<file path="src/design/stq_pkg.sv">
package stq_pkg;

  // Width of one stored end time.
  localparam int TIME_W = 24;

  // Width of the reported entry count.
  localparam int COUNT_W = 5;

  // Default number of cells in the chain.
  localparam int DEPTH_DEF = 16;

  // Result status codes.
  typedef enum logic [1:0] {
    ST_OK       = 2'd0,
    ST_FULL     = 2'd1,
    ST_MISMATCH = 2'd2,
    ST_EMPTY    = 2'd3
  } status_t;

  // Request actions.
  localparam logic ACT_INSERT = 1'b0;
  localparam logic ACT_DELETE = 1'b1;

  // One input request.
  typedef struct packed {
    logic              action;
    logic [TIME_W-1:0] time_value;
  } in_t;

  // One result.
  typedef struct packed {
    status_t            status;
    logic [TIME_W-1:0]  head_time;
    logic               head_valid;
    logic [COUNT_W-1:0] entry_count;
  } out_t;

  // Command broadcast from the controller to every cell.
  typedef struct packed {
    logic              shift_ins;
    logic              shift_del;
    logic [TIME_W-1:0] t;
  } cell_cmd_t;

endpackage

</file>
<file path="src/design/stq_cell.sv">
module stq_cell #(
  parameter int IDX   = 0,
  parameter int CNT_W = 5
) (
  input  logic                      clk,
  input  stq_pkg::cell_cmd_t        cmd,
  input  logic [CNT_W-1:0]          count,
  input  logic                      left_ins,
  input  logic [stq_pkg::TIME_W-1:0] left_data,
  input  logic [stq_pkg::TIME_W-1:0] right_data,
  output logic                      ins,
  output logic [stq_pkg::TIME_W-1:0] data_q,
  output logic [stq_pkg::TIME_W-1:0] data_nxt
);
  import stq_pkg::*;

  logic [TIME_W-1:0] data_r;
  logic              occ;

  // A cell is occupied when its place lies below the current count.
  assign occ = CNT_W'(IDX) < count;

  // The new time goes at or before this cell when the cell is free or
  // holds a strictly greater time.
  assign ins = !occ || (data_r > cmd.t);

  // Insert shifts greater entries one place up; delete shifts all down.
  always_comb begin
    data_nxt = data_r;
    if (cmd.shift_ins && ins) begin
      data_nxt = left_ins ? left_data : cmd.t;
    end else if (cmd.shift_del) begin
      data_nxt = right_data;
    end
  end

  always_ff @(posedge clk) begin
    data_r <= data_nxt;
  end

  assign data_q = data_r;

endmodule

</file>
<file path="src/design/sorted_time_queue.sv">
// Sorted queue of 24-bit end times held in a chain of DEPTH cells, smallest
// time in cell 0. For each request (insert, or delete of the head when it
// matches the given time) every cell compares its time with the request in
// parallel and the chain shifts up or down in a single step, so a new
// request is accepted in every cycle in which the registered result is
// free or being taken. Each request gives exactly one result with a status,
// the head and the count after the request. An insert into a full queue and a
// delete on an empty queue leave the queue unchanged and are flagged. After
// reset the queue is empty and ready at once; there is no clearing pass.
module sorted_time_queue #(
  parameter int DEPTH = stq_pkg::DEPTH_DEF
) (
  input  logic          clk,
  input  logic          rst_n,
  input  logic          in_valid,
  output logic          in_ready,
  input  stq_pkg::in_t  in_data,
  output logic          out_valid,
  input  logic          out_ready,
  output stq_pkg::out_t out_data
);
  import stq_pkg::*;

  localparam int CNT_W = $clog2(DEPTH + 1);

  logic [CNT_W-1:0]  count_r, count_nxt;
  logic              out_valid_r;
  out_t              out_r;
  cell_cmd_t         cmd;
  logic              accept, full, empty, head_match;
  status_t           status;
  logic [TIME_W-1:0] data_q   [DEPTH];
  logic [TIME_W-1:0] data_nxt [DEPTH];
  logic              ins_chain [DEPTH+1];

  // A request is taken when no result is waiting or it is being taken.
  assign in_ready = !out_valid_r || out_ready;
  assign accept   = in_valid && in_ready;

  assign full       = count_r == CNT_W'(DEPTH);
  assign empty      = count_r == '0;
  assign head_match = data_q[0] == in_data.time_value;

  // Decide the status and the chain command.
  always_comb begin
    cmd.t         = in_data.time_value;
    cmd.shift_ins = 1'b0;
    cmd.shift_del = 1'b0;
    count_nxt     = count_r;
    if (in_data.action == ACT_INSERT) begin
      status = full ? ST_FULL : ST_OK;
      if (accept && !full) begin
        cmd.shift_ins = 1'b1;
        count_nxt     = count_r + 1'b1;
      end
    end else begin
      if (empty) begin
        status = ST_EMPTY;
      end else if (!head_match) begin
        status = ST_MISMATCH;
      end else begin
        status = ST_OK;
        if (accept) begin
          cmd.shift_del = 1'b1;
          count_nxt     = count_r - 1'b1;
        end
      end
    end
  end

  // Chain of cells; the insert flag ripples from each cell to the next.
  assign ins_chain[0] = 1'b0;

  for (genvar i = 0; i < DEPTH; i++) begin : g_cell
    logic [TIME_W-1:0] left_d, right_d;

    if (i == 0) begin : g_first
      assign left_d = '0;
    end else begin : g_mid
      assign left_d = data_q[i-1];
    end

    if (i == DEPTH - 1) begin : g_last
      assign right_d = data_q[i];
    end else begin : g_inner
      assign right_d = data_q[i+1];
    end

    stq_cell #(
      .IDX   (i),
      .CNT_W (CNT_W)
    ) u_cell (
      .clk        (clk),
      .cmd        (cmd),
      .count      (count_r),
      .left_ins   (ins_chain[i]),
      .left_data  (left_d),
      .right_data (right_d),
      .ins        (ins_chain[i+1]),
      .data_q     (data_q[i]),
      .data_nxt   (data_nxt[i])
    );
  end

  // Count and result valid.
  always_ff @(posedge clk) begin
    if (!rst_n) begin
      count_r     <= '0;
      out_valid_r <= 1'b0;
    end else begin
      count_r <= count_nxt;
      if (accept) begin
        out_valid_r <= 1'b1;
      end else if (out_ready) begin
        out_valid_r <= 1'b0;
      end
    end
  end

  // Result payload, built from the state after the request.
  always_ff @(posedge clk) begin
    if (accept) begin
      out_r.status      <= status;
      out_r.head_time   <= (count_nxt != '0) ? data_nxt[0] : '0;
      out_r.head_valid  <= count_nxt != '0;
      out_r.entry_count <= COUNT_W'(count_nxt);
    end
  end

  assign out_valid = out_valid_r;
  assign out_data  = out_r;

  // The count never exceeds the number of cells.
  a_count_bound: assert property (@(posedge clk) disable iff (!rst_n)
    count_r <= CNT_W'(DEPTH))
    else $error("entry count above depth");

  // An accepted insert into a non-full queue adds one entry.
  a_insert_count: assert property (@(posedge clk) disable iff (!rst_n)
    accept && in_data.action == ACT_INSERT && !full
      |=> count_r == $past(count_r) + 1'b1)
    else $error("insert did not grow the queue");

  // A matching delete removes one entry.
  a_delete_count: assert property (@(posedge clk) disable iff (!rst_n)
    accept && in_data.action == ACT_DELETE && !empty && head_match
      |=> count_r == $past(count_r) - 1'b1)
    else $error("delete did not shrink the queue");

  // The two lowest cells stay in ascending order.
  a_sorted_head: assert property (@(posedge clk) disable iff (!rst_n)
    count_r >= CNT_W'(2) |-> data_q[0] <= data_q[1])
    else $error("head cells out of order");

endmodule
</file>
<file path="config.mk">
export PLATFORM = sky130hd
export DESIGN_NAME = sorted_time_queue
export DESIGN_NICKNAME = d
export VERILOG_FILES = /design/src/design/stq_pkg.sv /design/src/design/stq_cell.sv /design/src/design/sorted_time_queue.sv
export SDC_FILE = /design/constraint.sdc
export NUM_CORES = 1
export LEC_CHECK = 0
export BUFFER_PORTS_ARGS = -buffer_cell sky130_fd_sc_hd__buf_2
export CORE_ASPECT_RATIO = 0.7
export CORE_MARGIN = 10
export CORE_UTILIZATION = 59
export CTS_CLUSTER_SIZE = 10
export DETAILED_ROUTE_END_ITERATION = 16
export PLACE_DENSITY_LB_ADDON = 0.05
export SLEW_MARGIN = 0
export SYNTH_ARGS = -nofsm -noshare
export SYNTH_HDL_FRONTEND = slang
export SYNTH_HIERARCHICAL = 1
export SYNTH_SLANG_ARGS = --single-unit
</file>
<file path="constraint.sdc">
create_clock -name clk -period 8.9 [get_ports clk]
set_clock_uncertainty 0.05 [all_clocks]
set_input_delay 1.335 -clock clk [delete_from_list [all_inputs] [get_ports clk]]
set_output_delay 1.335 -clock clk [all_outputs]
set_load 0.03 [all_outputs]
</file>
==> results of run 1 <==
layout by cell type (no fill, tap or decap), types with 29 or more instances in the layout:
master,instances
edfxtp_1,32
dfxtp_1,389
nand3_1,114
a22o_1,135
buf_4,75
and3_1,50
ha_1,386
o211ai_1,132
mux2i_1,561
buf_2,62
a22oi_1,72
a21oi_1,201
nor3_1,63
clkbuf_16,53
o21ai_0,78
inv_1,464
a211oi_2,123
a31oi_1,29
mux2_2,52
o211a_1,209
nor2_1,163
a211oi_1,40
nand2_1,351
nand4_1,163
nor2b_1,97
final cells by class:
| cell class | instances | area [um2] | area share (%) |
|---|---|---|---|
| clock buffers | 78 | 1530 | 3.58 |
| clock inverters | 2 | 35.0 | 0.0821 |
| inverters | 469 | 1770 | 4.14 |
| multi-input cells | 3485 | 28500 | 66.8 |
| flip-flops and latches | 422 | 8770 | 20.5 |
| well taps | 902 | 1130 | 2.64 |
| repair buffers | 140 | 933 | 2.19 |
per-layer routing:
layer,routed length (um),global-route usage [%],vias to the layer above
met4,2760,7.10,0
met2,49300,41.8,1581
li1,-,-,17229
met5,0,0,-
met1,62700,46.9,17064
met3,12100,5.60,144
worst register-to-register path, cell delays in order, from the launching register on:
cell and delay [ns]:
dfxtp_1 0.31, buf_4 0.32, inv_1 0.14, ha_1 0.23
nor3b_1 0.17, a2111o_1 0.56, inv_8 0.61, clkinv_1 1.04
nor2_1 0.29, buf_4 0.32, a22oi_1 0.14, o21ai_0 0.15
nor3_1 0.07
final timing paths:
path	depth (start not counted)	slack (ns)	end
max reg2reg	12	4.38	g_cell[7].u_cell/data_q[19]
min reg2reg	2	0.53	g_cell[15].u_cell/data_q[4]
min	2	0.53	g_cell[15].u_cell/data_q[4]
max	13	3.71	g_cell[3].u_cell/data_q[9]
flip-flops by register name (all words and copies together), names as in the netlist:
signal                flops
g_cell.u_cell/data_q    384
out_valid                 1
count_r                   5
out_data                 32
power groups by stage:
stage | logic [mW] | registers (mW) | clock network (mW)
after floorplan | 5.49 | 3.70 | 0
after global placement | 6.47 | 4.31 | 0
after detailed placement | 6.56 | 4.32 | 0
after CTS | 6.61 | 4.28 | 2.10
after global routing | 7.48 | 4.44 | 2.17
final | 6.73 | 4.34 | 2.08
through the flow:
| step | worst slack (ns) | instance area (um2) | total power [mW] | hold WS (ns) |
|---|---|---|---|---|
| after floorplan | 3.73 | 41000 | 9.18 | 0.493 |
| after global placement | 3.24 | 41100 | 10.8 | 0.511 |
| after detailed placement | 3.17 | 41100 | 10.9 | 0.523 |
| after CTS | 3.81 | 42700 | 13.0 | 0.536 |
| after global routing | 3.47 | 42700 | 14.1 | 0.556 |
| final | 3.71 | 42700 | 13.2 | 0.530 |
==> impl_results.md, run 1 <==
- # rows: 80
- Slowest stage delay, CP: 0.72 ns
- Sw frac: 46.6%
- Vias in the first global route: 33086
- Final min period: 5.19 ns
- Vias per cell: 6.55
- Clock Power Share: 15.8%
- Flop pwr share: 33.0%
- Syn Area/Cell: ~8.8 um2
- Startpoint Class: primary input
- Combinational cell fraction of total power: between 50% and 60%
- Initial antenna violation count: 1
- Kind of critical path: in2reg
- Static leakage: 20.9 nW
- Max-cap viol count: 0
- Worst slew margin: 18.0%
- # H-tree levels: 2
- Worst EP required: 9.36 ns
- Die Height: 240 um
- CP Launch Point: in_data[23]
- WL/cell: 23.1 um
- Starting Density: between 50% and 60%
- Crit-path cells: buf_2 > buf_4 > inv_1 > ha_1 > and4_1 > nand2_1 > o22ai_1 > a211o_1 > o21a_4 > or2_2 > mux2i_1 > a22oi_1 > and3_1
- # hold bufs at CTS: 0
- CP endpoint kind: flop
- YS warnings: 6
- First-pass GRT wire length: 198000 um
- Status: completed
- I/O pin count: 63
- Root Driver: clkbuf_16
- Crit path buf inv count: 3
- Final setup fails: 0
- Pin count of the biggest net entering global routing: 124
- Synth Instances: 4676
- Share of cells above drive strength 1: around an eighth
- Net Sw Power: 6.13 mW
- VDD IR-drop max: 0.000170 V
- CTS tree: yes
- Post-DRT Antenna Nets: 0
- Final #Nets: 4984
- Post-route setup TNS: 0 ns
- Final-report hold violation count: 0
- Total Wirelength: 127000 um
- Filler instances: 5929
- Hold_sp: g_cell[15].u_cell/data_q[4]
- Overall die width: 335 um
- Total gr overflow: 0
- Final period util: 58.3%
- Highest Clock Rate: approximately 0.19 GHz
- Post_cts resized: 0
- ANT cells: 0
- Core area: 68500 um2
- DR pass1 iterations: 6
- Internal: 7.02 mW
- Clock sink count: approximately 420
- Worst EP arrival: 5.65 ns
- Slowest cell on crit path: or2_2
- CTS buffer count: about 50
- Crit-path max FO: 25
- Placed instance count: 5418
- GPL Wtd Cong: 0.904
- Slew @ Worst Pin: 1.23 ns
- Via count: 36018
- Reg2reg start: count_r[1]
- # Post-CTS Setup Buffers: 0
- First DRT Iteration DRCs: between 4000 and 5000
- P&R area growth vs syn: 4.24%
- Post-Route Utilization: 62.4%
- Post-Syn Area: 41000 um2
- Dpl hpwl: 88900 um
- Reg clk slew, reported paths: 0.06 ns
- Clk Latency, worst-skew pair: 0.62 ns
- # port buffers: 62
- Pwr dens: 308 nW/um2
- # DRC: 0
- GRT Total Usage: 30.3%
- RSZ-0062 raised after global routing: false
- Slew Limit Fails: 0
- Delay-heaviest family, CP: compound AO/OA/AOI/OAI gates
- Fin cells: 5498
- Tightest Hold Check Type: reg2reg
- Die area: 80500 um2
- CTS max path bufs: 3
No activity file was read; power rests on OpenSTA's default activity.
==> inputs of run 2 (changes only) <==
--- a/config.mk
+++ b/config.mk
@@ -5,6 +5,7 @@
 export SDC_FILE = /design/constraint.sdc
 export NUM_CORES = 1
 export LEC_CHECK = 0
+export ABC_AREA = 1
 export BUFFER_PORTS_ARGS = -buffer_cell sky130_fd_sc_hd__buf_2
 export CORE_ASPECT_RATIO = 0.7
 export CORE_MARGIN = 10
==> constraint.sdc (replaced) <==
create_clock -name clk -period 4.2 [get_ports clk]
set_clock_uncertainty 0.05 [all_clocks]
set_input_delay 0.63 -clock clk [delete_from_list [all_inputs] [get_ports clk]]
set_output_delay 0.63 -clock clk [all_outputs]
set_load 0.03 [all_outputs]
==> run 2 against run 1 <==
Final cell count rose by 7.4%. Register-to-register slack got worse by 3.2 ns. Global-route usage fell by 1.7 points. Final area fell by 12%. Flip-flop and latch count did not move. Sequential share of layout area rose by 2.9 points. Non-clock buffer count fell by 8. Critical path type unchanged. Critical endpoint is now g_cell[13].u_cell/data_q[4].
==> impl_results.md, run 2 <==
- I/O pin count: 63 (unchanged)
- Filler instances: 5558 (-6.3%)
- FFs w/ async S/R, synth: 0%
- Max reg flops: 384 (unchanged)
- Total Wirelength: 103000 um (-19%)
- DR pass1 iterations: 5 (-1)
- Slew @ Worst Pin: 0.857 ns (-0.372 ns)
- Vias in the first global route: 29694 (-10%)
- CTS tree: yes
- Worst EP required: 4.63 ns (-4.73 ns)
- Post-route setup TNS: 0 ns (unchanged)
- Total gr overflow: 0 (unchanged)
- Synthesized flop and latch total: 422
- GRT Total Usage: 28.6% (-1.7 points)
- Post-synth cell types: 44
- Synth Instances: 5120 (+9.5%)
- Status: completed
- Post-Syn Area: 35300 um2 (-14%)
- Post-Route Utilization: 63.7% (+1.4 points)
- Static leakage: 20.3 nW (-2.7%)
- Post-DRT Antenna Nets: 0 (unchanged)
- Final min period: 3.16 ns
- # hold bufs at CTS: 0 (unchanged)
- Root Driver: clkbuf_16
- Final period util: roughly 75%
- Core area: 58800 um2 (-14%)
- # H-tree levels: 2 (unchanged)
- Overall die width: 312 um (-6.7%)
- Finished Cell Area: 37500 um2 (-12%)
- First-pass GRT wire length: 164000 um (-17%)
- Pin count of the biggest net entering global routing: 79 (-36%)
- Final worst slack: 1.04 ns (-2.66 ns)
- CP Launch Point: in_data[23]
- YS warnings: 6 (unchanged)
- Commonest cells after routing, fill and taps aside: 1749 x nand2_1, 600 x inv_1, 423 x nand3_1
- Clock sink count: 422 (unchanged)
- Area contributors post-synth: dfxtp_1 22%, nand2_1 19%, ha_1 14%
- Final #Nets: 5500 (+10%)
- Slowest stage delay, CP: 0.54 ns (-0.18 ns)
- # port buffers: 62 (unchanged)
- FF+latch area: 8770 um2 (about the same)
- Area leader, netlist: dfxtp_1
- Commonest non-fill, non-tap cell in the layout: nand2_1
- Final setup fails: 0 (unchanged)
- CTS buffer count: 49 (-3.9%)
- Pwr dens: 466 nW/um2 (+51%)
- VDD IR-drop max: 0.000356 V (+110%)
- FF-to-FF setup slack: 1.19 ns (-3.19 ns)
- Share of cells above drive strength 1: 14.0% (+1.4 points)
- Top-count cell post-synth: nand2_1
- Slew Limit Fails: 0 (unchanged)
- Via count: 32217 (-11%)
- # DRC: 0 (unchanged)
- Reg clk slew, reported paths: 0.05 ns (about the same)
- Biggest register: g_cell.u_cell/data_q
- Worst EP arrival: 3.59 ns (-2.06 ns)
- Sequential area share after synthesis: 24.8%
- Post-synth top flop: dfxtp_1
- Final-report hold violation count: 0 (unchanged)
- Vias per cell: 5.45 (-17%)
- Hold_sp: out_ready
- WL/cell: 17.5 um (-24%)
- # Post-CTS Setup Buffers: 0 (unchanged)
- Max-cap viol count: 0 (unchanged)
- # rows: 74 (-7.5%)
- Clk Latency, worst-skew pair: 0.61 ns (about the same)
- Crit-path max FO: 78 (+210%)
- First DRT Iteration DRCs: 3165 (-24%)
- CTS max path bufs: 3 (unchanged)
- Initial antenna violation count: 1 (unchanged)
- Slowest cell on crit path: buf_2
- Die area: 70200 um2 (-13%)
- Syn Area/Cell: 6.90 um2 (-21%)
- Crit path buf inv count: 4 (+1)
- RSZ-0062 raised after global routing: false
- Synth top cells by count: 1749 x nand2_1, 601 x inv_1, 423 x nand3_1
- P&R area growth vs syn: 6.11%
- Reg2reg start: g_cell[0].u_cell/data_q[23]
- Place WS: 0.563 ns (-2.60 ns)
- Starting Density: 60.1% (+0.26 points)
- Dpl hpwl: 73800 um (-17%)
- Highest Clock Rate: 0.317 GHz
- Tightest Hold Check Type: in2reg
- Crit-path cells: buf_2 > inv_1 > nand2_1 > nand2_1 > nor2_1 > nand2_1 > nor2_1 > nand3_2 > nor2_4 > nand2_2 > inv_8 > buf_12 > mux2_2 > nand2_1 > nand2_1
- Top-area cell type share of the netlist area: 22.1%
- CP endpoint kind: flop
- Worst slew margin: 42.9% (+25 points)
- Die Height: 225 um (-6.5%)
- Most used cell along the critical path: nand2_1
- Startpoint Class: primary input
- Post_cts resized: 0 (unchanged)
- Kind of critical path: in2reg
- GPL Wtd Cong: 0.935 (+3.4%)
- Placed cell area: 36100 um2 (-12%)
- Delay-heaviest family, CP: buffers and inverters
- Multi-input gate area: 23000 um2 (-19%)
- Number of synthesized flops with an enable pin: 32
## run 2: cell families (layout without fill, tap and decap cells)
family | after synthesis | after routing | synth area share [%]
and+or+nand+nor | 2486 | 2486 | 30.1
buffers and inverters | 850 | 811 | 10.3
AOI/OAI and AO/OA | 585 | 585 | 8.62
DFF | 422 | 422 | 24.8
adders and majority gates | 386 | 386 | 13.7
muxes | 384 | 384 | 12.2
xor gates and xnor gates | 6 | 6 | 0.149
other | 1 | 28 | 0.0106
## run 2: metal layers
layer  vias up  part of all wire (%)  track usage, %  wire length, um
met5         -                     0               0                0
met3       116                    12            6.55            11900
met4         0                   1.7            6.04             1760
met1     14326                    50            44.4            51200
li1      16494                     -               -                -
met2      1281                    37            38.8            38400
## run 2: area by class of cell
type                       instances  area share [%]
multi-input combinational       3873            61.4
sequential                       422            23.4
inverter                         607            6.10
clock buffer                      71            3.66
timing repair buffer             132            2.76
tap                              798            2.66
clock inverter                     1          0.0234
antenna                            2          0.0134
## run 2: metrics by stage
step | total power [mW] | hold WS [ns] | cells
floorplan | 11.4 | 0.486 | 5145
global placement | 13.2 | 0.445 | 5832
detailed placement | 13.3 | 0.452 | 5832
CTS | 17.4 | 0.240 | 5904
global route | 18.9 | 0.286 | 5905
finish | 17.5 | 0.266 | 5906
## run 2: power breakdown
group	switching [mW]	internal, mW
clock network	1.78	2.22
registers	1.56	5.25
logic	3.68	2.97
## run 2: final timing paths
check                           endpoint  cells after the start
max          g_cell[13].u_cell/data_q[4]                     15
max reg2reg  g_cell[13].u_cell/data_q[4]                     14
min reg2reg                    out_valid                      2
min                            out_valid                      4
## run 2: worst reg2reg max path, delay by kind of cell, from the launching register on
family                 cells  cell delay (ns)
buffers and inverters      3             0.85
multiplexers               1             0.49
flip-flops                 1             0.51
AND/OR/NAND/NOR           10             0.98
